<file path="src/rtl/core/cghs_pkg.sv">
// ----------------------------------------------------------------------------
// cghs_pkg - shared types and constants of the channel gain / high-pass scaler
// Payload structs, register indexes, fixed-point widths and MAC control.
// ----------------------------------------------------------------------------
package cghs_pkg;

    localparam int CHANNELS_DEFAULT = 512;
    localparam int CH_W             = 9;
    localparam int DATA_W           = 32;
    localparam int DECAY_W          = 24;
    localparam int FRAC_BITS        = 24;
    localparam int VALUE_W          = 64;
    localparam int MUL_W            = 33;
    localparam int PROD_W           = 2 * MUL_W;
    localparam int ACC_W            = 96;
    localparam int CFG_IDX_W        = 2;

    localparam logic [DECAY_W-1:0] DECAY_RESET = 24'd16777000;
    localparam int MAX16 = (1 << 15) - 1;

    // register indexes
    localparam logic [CFG_IDX_W-1:0] CFG_DECAY      = 2'd0;
    localparam logic [CFG_IDX_W-1:0] CFG_HP_ENABLE  = 2'd1;
    localparam logic [CFG_IDX_W-1:0] CFG_WIDTH_MODE = 2'd2;

    // item opcodes
    localparam logic OP_GAIN   = 1'b0;
    localparam logic OP_SAMPLE = 1'b1;

    // output width modes
    localparam logic MODE_16 = 1'b0;
    localparam logic MODE_32 = 1'b1;

    typedef struct packed {
        logic                     op;
        logic [CH_W-1:0]          channel;
        logic signed [DATA_W-1:0] sample_value;
        logic signed [DATA_W-1:0] gain_value;
    } in_item_t;

    typedef struct packed {
        logic [CH_W-1:0]          result_channel;
        logic signed [DATA_W-1:0] result_value;
    } out_item_t;

    // issued together with a multiplication, applied when its product lands
    typedef struct packed {
        logic acc_load;
        logic acc_add;
        logic shift32;
    } mac_ctrl_t;

endpackage

</file>
<file path="src/rtl/core/cghs_outconv.sv">
// ----------------------------------------------------------------------------
// cghs_outconv - Q.24 to integer output conversion
// 16-bit mode truncates toward zero and clamps to +-32767; 32-bit mode
// floors and saturates to the int32 range.
// ----------------------------------------------------------------------------
module cghs_outconv (
    input  logic                                  mode,
    input  logic signed [cghs_pkg::VALUE_W-1:0]   value,
    output logic signed [cghs_pkg::DATA_W-1:0]    result
);

    localparam int IW = cghs_pkg::VALUE_W - cghs_pkg::FRAC_BITS;
    localparam logic signed [IW-1:0] LIM16_HI = IW'(cghs_pkg::MAX16);
    localparam logic signed [IW-1:0] LIM16_LO = -LIM16_HI;
    localparam logic signed [IW-1:0] LIM32_HI = IW'(64'h7FFF_FFFF);
    localparam logic signed [IW-1:0] LIM32_LO = -LIM32_HI - IW'(1);

    logic signed [IW-1:0] floor_v;
    logic signed [IW-1:0] trunc_v;
    logic                 round_up;

    always_comb begin
        floor_v  = value[cghs_pkg::VALUE_W-1:cghs_pkg::FRAC_BITS];
        // a negative value with a fraction moves one step back toward zero
        round_up = value[cghs_pkg::VALUE_W-1] && (|value[cghs_pkg::FRAC_BITS-1:0]);
        trunc_v  = floor_v + IW'(round_up);
        case (mode)
            cghs_pkg::MODE_16: begin
                if (trunc_v > LIM16_HI) begin
                    result = cghs_pkg::DATA_W'(LIM16_HI);
                end else if (trunc_v < LIM16_LO) begin
                    result = cghs_pkg::DATA_W'(LIM16_LO);
                end else begin
                    result = trunc_v[cghs_pkg::DATA_W-1:0];
                end
            end
            default: begin
                if (floor_v > LIM32_HI) begin
                    result = LIM32_HI[cghs_pkg::DATA_W-1:0];
                end else if (floor_v < LIM32_LO) begin
                    result = LIM32_LO[cghs_pkg::DATA_W-1:0];
                end else begin
                    result = floor_v[cghs_pkg::DATA_W-1:0];
                end
            end
        endcase
    end

endmodule

</file>
<file path="config.mk">
export PLATFORM = sky130hd
export DESIGN_NAME = cghs_outconv
export DESIGN_NICKNAME = d
export VERILOG_FILES = /design/src/rtl/core/cghs_pkg.sv /design/src/rtl/core/cghs_outconv.sv
export SDC_FILE = /design/constraint.sdc
export NUM_CORES = 1
export LEC_CHECK = 0
export BUFFER_PORTS_ARGS = -buffer_cell sky130_fd_sc_hd__buf_2
export CAP_MARGIN = 20
export CORE_UTILIZATION = 49
export DETAILED_ROUTE_END_ITERATION = 7
export PLACE_DENSITY = 0.87
export SLEW_MARGIN = 5
export SYNTH_ARGS = -nofsm -noshare
export SYNTH_HDL_FRONTEND = slang
export SYNTH_SLANG_ARGS = --single-unit
</file>
<file path="constraint.sdc">
create_clock -name vclk -period 4.08
set_input_delay 0.408 -clock vclk [all_inputs]
set_output_delay 0.408 -clock vclk [all_outputs]
set_load 0.05 [all_outputs]
</file>
==> flow_summary.toml <==
[global_route]
grt_max_degree = 22
grt_pass1_wl_um = 11300
antenna_found_initial = 0
grt_pass1_vias = 2539
gr-usage-all-layers = 0.328
overflow = 0

[drt]
postRouteAntennaNets = 0
viasPerCell = 6.13
wl_met1_um = 3010
routed-via-count = 2938
drt_iter0_drc = 268
drtPass1Iterations = 4
drc = 0
routed_wl_um = 7120
wl_met3_um = 630
dr.max_layer_used = "met4"
met2_length_um = 3370
routedWlPerCell_um = 14.9

[place]
place.gp.congestion = 0.989
dp_hpwl_um = 5370
dp.cells = 472
dp_worst_setup_slack_ps = -130
port_buffers = 97

[worst_setup_path]
crit_start = "value[12]"
cp_max_fo = 21
crit_type = "in2out"
cp.arrival_ps = 3730
crit_path_cell_trace = "buf_2 -> nor4_4 -> nand4_1 -> o21a_1 -> ha_1 -> ha_2 -> nand3_4 -> nor4_4 -> buf_4 -> and2_1 -> and4_1 -> xor2_1 -> or3_1 -> o41a_1 -> buf_12 -> a21oi_2 -> nor3_2 -> buf_4"
cpMaxStageDelayCell = "o41a_1"
critPathMaxStageDelay_ps = 470
crit_required_ps = 3670
end_kind = "output pin"
critPathLaunchType = "input pin"

[floorplanning]
dieArea_um2 = 4180
initial_core_util = 0.518
coreArea_um2 = 3720
fp.dieH_um = 64.7
die_w_um = 64.7
num_io_pins = 97
rows = 22

[timing]
rsz0062_at_grt = "yes"
fin_crit_ps = 4140
relSlewSlack = 0.591
slew_violations = 0
worst_slew_pin_slew_ps = 614
tns_ps = -442
fin_crit_sh = 1.01
hold_violations = 0
final-setup-viol-count = 14
timing.final.ws_setup_ps = -57.1
fmax_mhz = 242

[power]
p_total_mw = 0.326
p_per_area_nw_per_um2 = 117
p_leak_nw = 1.08
vdd_drop_max_mv = 0.100

[yosys]
synth_area_per_cell_um2 = 5.73
syn_inst = 336
synth_top_cell_area_share = 0.0916
synth_top_family_by_area = "simple AND/OR/NAND/NOR gates"
yosys.area_share.adder = 0.0130
syn_nets = 403
synthMuxAreaShare = 0.0110
yosys-top-cells-area = "nor2_1 (9.2%), xnor2_1 (9.1%), a21oi_1 (8.8%), nand4_1 (7.1%), nand2_1 (7.0%)"
yosysTopAreaCell = "nor2_1"
synth_common_cells = "nor2_1 (47), nand2_1 (36), a21oi_1 (34)"
netlist_area_um2 = 1930
yosys.area_share.simple = 0.530
seq_area_frac_synth = 0
synth_compound_area_frac = 0.238
synth_cell_type_count = 50
yosys.area_share.xor_xnor = 0.123
ys_warn_count = 0
yosysMostFrequentCell = "nor2_1"

[cells_and_area]
final_core_util = 0.748
instances_no_fill = 479
fin_nets = 500
antenna_cells = 0
area_delta_synth_final_pct = 44.4
fillers = 310
n_sequential_cell = 0
seqCellArea_um2 = 0
drive_gt1_frac = 0.390
clock_buffers = 0

[status]
violations = "setup timing"
status = "finished, violations left"

[hold_path]
hold_class = "in2out"
hold_path_startpoint = "value[24]"

[flow_run]
cap_viol_max_count = 0
==> stage by stage <==
step | instance area, µm² | hold WS [ps]
2_1_floorplan | 1960 | 1090
3_3_place_gp | 2540 | 1290
3_5_place_dp | 2540 | 1290
4_1_cts | 2640 | 1280
5_1_grt | 2780 | 1270
6_report | 2780 | 1260
==> layer usage <==
metal / global-route usage / up-vias
li1: - / 1437
met4: 0.0639 / 0
met2: 0.557 / 170
met1: 0.456 / 1318
met3: 0.0141 / 13
met5: 0 / -
==> cells by family (layout without fill, tap and decap cells) <==
family          after synthesis  in the layout
buf+inv                      36            131
fa+ha+maj                     2              2
mux                           2              2
simple gates                192            192
xor+xnor                     27             27
compound gates               77             77
==> cells in the final DEF, fill, tap and decap left out, drive strengths merged, types with 3 or more instances in the layout <==
cell type / synthesis / routed
nand3: 23 / 23
and3: 3 / 3
nor2: 47 / 47
or2: 4 / 4
and4: 4 / 4
o21ai: 21 / 21
nand2: 36 / 36
buf: 14 / 127
a31oi: 4 / 4
xor2: 7 / 7
xnor2: 20 / 20
inv: 4 / 4
a21oi: 34 / 34
nor3b: 3 / 3
a31o: 3 / 3
nor3: 23 / 23
nand4: 23 / 23
nor4: 18 / 18
==> cell type report <==
cell class	count	area [µm²]	area share
timing repair buffer	127	787	0.283
tap	48	60.1	0.0216
multi-input combinational	300	1920	0.690
inverter	4	15.0	0.00540
==> report_power, final <==
| group | leakage (nW) | total [mW] | switching (mW) | internal [mW] |
|---|---|---|---|---|
| sequential | 0 | 0 | 0 | 0 |
| combinational | 1.08 | 0.326 | 0.221 | 0.105 |
| clock | 0 | 0 | 0 | 0 |
| total | 1.08 | 0.326 | 0.221 | 0.105 |
==> path summary, 6_finish.rpt <==
kind         end  slack, ps  depth (start not counted)
max   result[10]        -60                         18
min    result[0]       1260                          4
==> what timing repair did <==
action	in CTS	in global routing
resized for setup	18	37
buffers inserted	4	3
pin swaps	1	5
hold buffers	0	0
endpoints found under the setup margin	15	15
==> worst max-delay path, delay by kind of cell <==
| family | cells | cell delay [ps] |
|---|---|---|
| xor+xnor | 1 | 130 |
| buf+inv | 4 | 640 |
| compound gates | 3 | 820 |
| fa+ha+maj | 2 | 420 |
| simple gates | 8 | 1310 |
(Power assumes the default switching activity.)
