`config.mk`:
```
export PLATFORM = sky130hd
export DESIGN_NAME = cghs_mac
export DESIGN_NICKNAME = d
export VERILOG_FILES = /design/src/rtl/core/cghs_pkg.sv /design/src/rtl/core/cghs_mac.sv
export SDC_FILE = /design/constraint.sdc
export NUM_CORES = 2
export LEC_CHECK = 0
export BUFFER_PORTS_ARGS = -buffer_cell sky130_fd_sc_hd__buf_4
export CAP_MARGIN = 20
export CORE_MARGIN = 4
export CORE_UTILIZATION = 29
export CTS_CLUSTER_SIZE = 25
export DETAILED_ROUTE_END_ITERATION = 10
export PLACE_DENSITY_LB_ADDON = 0.12
export SETUP_SLACK_MARGIN = 0.5
export SLEW_MARGIN = 15
export SYNTH_ARGS = -nofsm -noshare
export SYNTH_HDL_FRONTEND = slang
export SYNTH_SLANG_ARGS = --single-unit
```
`constraint.sdc`:
```
create_clock -name aclk -period 12.44 [get_ports aclk]
set_input_delay 2.488 -clock aclk [delete_from_list [all_inputs] [get_ports aclk]]
set_output_delay 2.488 -clock aclk [all_outputs]
set_load 0.02 [all_outputs]
```
`src/rtl/core/cghs_pkg.sv`:
```
// ----------------------------------------------------------------------------
// cghs_pkg - shared types and constants of the channel gain / high-pass scaler
// Payload structs, register indexes, fixed-point widths and MAC control.
// ----------------------------------------------------------------------------
package cghs_pkg;

    localparam int CHANNELS_DEFAULT = 512;
    localparam int CH_W             = 9;
    localparam int DATA_W           = 32;
    localparam int DECAY_W          = 24;
    localparam int FRAC_BITS        = 24;
    localparam int VALUE_W          = 64;
    localparam int MUL_W            = 33;
    localparam int PROD_W           = 2 * MUL_W;
    localparam int ACC_W            = 96;
    localparam int CFG_IDX_W        = 2;

    localparam logic [DECAY_W-1:0] DECAY_RESET = 24'd16777000;
    localparam int MAX16 = (1 << 15) - 1;

    // register indexes
    localparam logic [CFG_IDX_W-1:0] CFG_DECAY      = 2'd0;
    localparam logic [CFG_IDX_W-1:0] CFG_HP_ENABLE  = 2'd1;
    localparam logic [CFG_IDX_W-1:0] CFG_WIDTH_MODE = 2'd2;

    // item opcodes
    localparam logic OP_GAIN   = 1'b0;
    localparam logic OP_SAMPLE = 1'b1;

    // output width modes
    localparam logic MODE_16 = 1'b0;
    localparam logic MODE_32 = 1'b1;

    typedef struct packed {
        logic                     op;
        logic [CH_W-1:0]          channel;
        logic signed [DATA_W-1:0] sample_value;
        logic signed [DATA_W-1:0] gain_value;
    } in_item_t;

    typedef struct packed {
        logic [CH_W-1:0]          result_channel;
        logic signed [DATA_W-1:0] result_value;
    } out_item_t;

    // issued together with a multiplication, applied when its product lands
    typedef struct packed {
        logic acc_load;
        logic acc_add;
        logic shift32;
    } mac_ctrl_t;

endpackage

```
`src/rtl/core/cghs_mac.sv`:
```
// ----------------------------------------------------------------------------
// cghs_mac - shared multiply-accumulate unit
// Registered 33x33 signed multiply followed by a 96-bit accumulate stage.
// ----------------------------------------------------------------------------
module cghs_mac (
    input  logic                                  aclk,
    input  logic                                  aresetn,
    input  logic signed [cghs_pkg::MUL_W-1:0]     op_a,
    input  logic signed [cghs_pkg::MUL_W-1:0]     op_b,
    input  cghs_pkg::mac_ctrl_t                   ctrl,
    output logic signed [cghs_pkg::PROD_W-1:0]    prod,
    output logic signed [cghs_pkg::ACC_W-1:0]     acc
);

    logic signed [cghs_pkg::PROD_W-1:0] prod_reg;
    logic signed [cghs_pkg::ACC_W-1:0]  acc_reg;
    logic signed [cghs_pkg::ACC_W-1:0]  acc_next;
    logic signed [cghs_pkg::ACC_W-1:0]  term;
    cghs_pkg::mac_ctrl_t                ctrl_reg;

    always_ff @(posedge aclk) begin
        prod_reg <= op_a * op_b;
    end

    always_ff @(posedge aclk) begin
        if (!aresetn) begin
            ctrl_reg <= '0;
        end else begin
            ctrl_reg <= ctrl;
        end
    end

    always_comb begin
        term = cghs_pkg::ACC_W'(prod_reg);
        if (ctrl_reg.shift32) begin
            term = term <<< 32;
        end
        acc_next = acc_reg;
        if (ctrl_reg.acc_load) begin
            acc_next = term;
        end else if (ctrl_reg.acc_add) begin
            acc_next = acc_reg + term;
        end
    end

    always_ff @(posedge aclk) begin
        acc_reg <= acc_next;
    end

    assign prod = prod_reg;
    assign acc  = acc_reg;

endmodule

```
==> reports/metrics.yaml <==
status:
  status: "finished, final reports clean"
critical_path:
  startpoint: "op_b[6]"
  critPathKind: "in2reg"
  cp-start-kind: "primary input"
  rrSetupSlack_ps: 6830
  path_max_fanout: 33
  cp.arrival_ps: 10540
  r2r_end: "acc[94]"
  setup.worst_path.end: "prod[64]"
  required_ps: 12800
  r2r-start: "ctrl_reg[0]"
  end_kind: "register"
  worstRegToRegCells: 14
job:
  maxCapViolCount: 0
route:
  route.vias.total: 37100
  wire_per_inst_um: 21.69
  drtIter0Drc: 2190
  vias_per_cell: 4.675
  wl_um: 172100
  drtAntennaViolNets: 0
  drc: 0
  first_pass_iters: 5
global_route:
  antenna_found_initial: 13
  grt_util_met2_pct: 30.05
  grt-ovfl-total: 0
  grt_pass1_wl_um: 262900
  grt_use_met3_pct: 1.474
  grt_max_degree: 75
  grtUsageTotal_pct: 19.15
  globalRouteMet1Util_pct: 28.73
  top_usage_layer: "met2"
  grt_pass1_vias: 40170
logic_synthesis:
  synthAdderAreaFrac_pct: 52.86
  synth_area_leader_cell: "fa_1"
  synth_top_area_share_pct: 45.17
  synth_nets: 7149
  synth_top_family_by_area: "adder cells"
  netlist_instances: 5620
  synthTopCellsByArea: "fa_1 45%, inv_1 8.6%, ha_1 7.7%"
  synth_compound_area_share_pct: 8.090
  yosysSeqAreaShare_pct: 8.395
  ys_ff_latch: 165
  synth-edff-count: 96
  synthArstFlopShare_pct: 0
  synth_mux_area_share_pct: 0.7735
  synth_warnings: 0
  synth_area_um2: 50790
  synth_xor_area_share_pct: 2.759
  yosys.area_share.simple_pct: 16.31
  yosysUniqueCellTypes: 87
  syn_area_per_cell_um2: 9.038
  ys.flop_type: "edfxtp_1"
sta:
  fin_crit_ps: 10180
  tns_ps: 0
  relSlewSlack_pct: 32.75
  max_freq_mhz: 98.22
  finClkSkew_ps: 12.47
  hold_violations: 0
  min_period_over_period_pct: 81.85
  setup_viol_count_final: 0
  slew_violations: 0
  max_slew.worst_pin.slew_ps: 1008
  rsz0062_at_grt: "false"
die:
  rows: 153
  die-area_um2: 181900
  ioPinCount: 233
  start_util_pct: 29.19
  fp.dieH_um: 426.5
  die_w_um: 426.5
  core_um2: 174000
clocking:
  clock_latency_ps: 480
  cts_hold_buf: 0
  cts_setup_buffers: 0
  cts_tree: "yes"
  htreeDepth: 4
  path_clk_slew_ps: 80
  root_buffer: "clkbuf_16"
  cts_buffers: 17
  cts.sinks: 165
  cts_buffer_depth: 2
  cts_resized: 0
layout:
  largest_reg_flops: 96
  fin_util_pct: 31.61
  fillCellCount: 18410
  area_growth_pct: 8.309
  fin_nets: 7119
  mostFrequentLayoutCells: "1168 x inv_1, 1146 x fa_1, 722 x nand2_1"
  layout_commonest_cell: "inv_1"
  drive_gt1_share_pct: 6.175
placement:
  globalplace.congestion: 0.9013
  hpwl_um: 140100
  portBuffers: 232
min_path:
  hold_class: "reg2reg"
==> per-layer routing <==
| metal | routed length, um | vias up |
|---|---|---|
| met4 | 3785 | 6 |
| met3 | 6312 | 105 |
| met1 | 85590 | 19310 |
| met2 | 76380 | 738 |
| met5 | 36 | - |
| li1 | - | 16940 |
==> critical path: stages <==
cell	delay [ps]
buf_4	340
nand2_1	210
inv_1	130
fa_1	390
inv_1	220
fa_1	550
fa_1	580
inv_1	80
fa_1	1180
fa_1	580
fa_1	510
fa_1	490
inv_1	50
fa_1	470
inv_1	40
ha_1	310
a21o_1	180
o21bai_1	170
a21o_1	220
a21oi_1	150
o221ai_1	130
a21o_1	170
a41o_1	280
a311oi_1	260
nor3_1	140
nand4b_1	110
o211ai_1	80
==> Yosys cell counts, types with 5 or more instances <==
master,instances
a21oi_1,242
and2_1,574
o21ai_1,12
ha_1,312
o211ai_1,16
o21ai_0,128
nor2_1,187
edfxtp_1,96
nand2b_1,21
o21bai_1,34
o31ai_2,5
inv_1,1169
a31o_2,6
o31a_1,5
xor2_1,60
a211oi_1,16
a21boi_0,5
a21o_1,72
a31oi_1,15
mux2_2,34
nand4_1,46
clkbuf_1,280
a221o_1,5
and3_1,12
dfxtp_1,69
o2111ai_1,5
nor3_1,27
o21a_1,18
nand3_1,28
fa_1,1146
o31ai_1,9
nand2_1,722
xnor2_1,100
nor2b_1,45
buf_2,5
a311oi_1,8
==> worst min path at each step <==
stage / end / cells past startpoint / from
floorplan: acc[55] / 2 / ctrl_reg[2]
global placement: acc[0] / 2 / acc[0]
detailed placement: acc[0] / 2 / acc[0]
CTS: acc[0] / 2 / acc[0]
global route: acc[0] / 2 / acc[0]
finish: acc[0] / 2 / acc[0]
==> cell families (layout without fill, tap and decap cells) <==
kind of cell | after synthesis | count (layout)
other cells | 0 | 8
xor+xnor | 160 | 160
mux | 35 | 35
compound gates | 651 | 651
flops | 165 | 165
buf+inv | 1459 | 1442
simple gates | 1692 | 1692
fa+ha+maj | 1458 | 1458
==> cell type report <==
type                       count  area (um2)  share of cell area [%]
multi-input combinational   3996       41040                   74.59
inverter                    1169        4389                   7.979
sequential                   165        4272                   7.765
tap                         2325        2909                   5.288
timing repair buffer         241        1809                   3.289
clock buffer                  17       425.4                  0.7733
clock inverter                15       151.4                  0.2752
antenna                        8       20.02                 0.03639
==> metrics by stage <==
stage	cells	hold slack [ps]	setup slack [ps]	cell area [um2]
finish	7936	725.7	2258	55010
global route	7930	771.0	1817	55000
CTS	7928	735.8	2227	54990
detailed placement	7896	713.7	1731	54410
global placement	7896	702.2	1724	54410
floorplan	5620	701.0	2557	50790
Power is left out: the tool's default activity adds up to more than one toggle a clock period on the data nets, which glitch-free logic cannot reach.
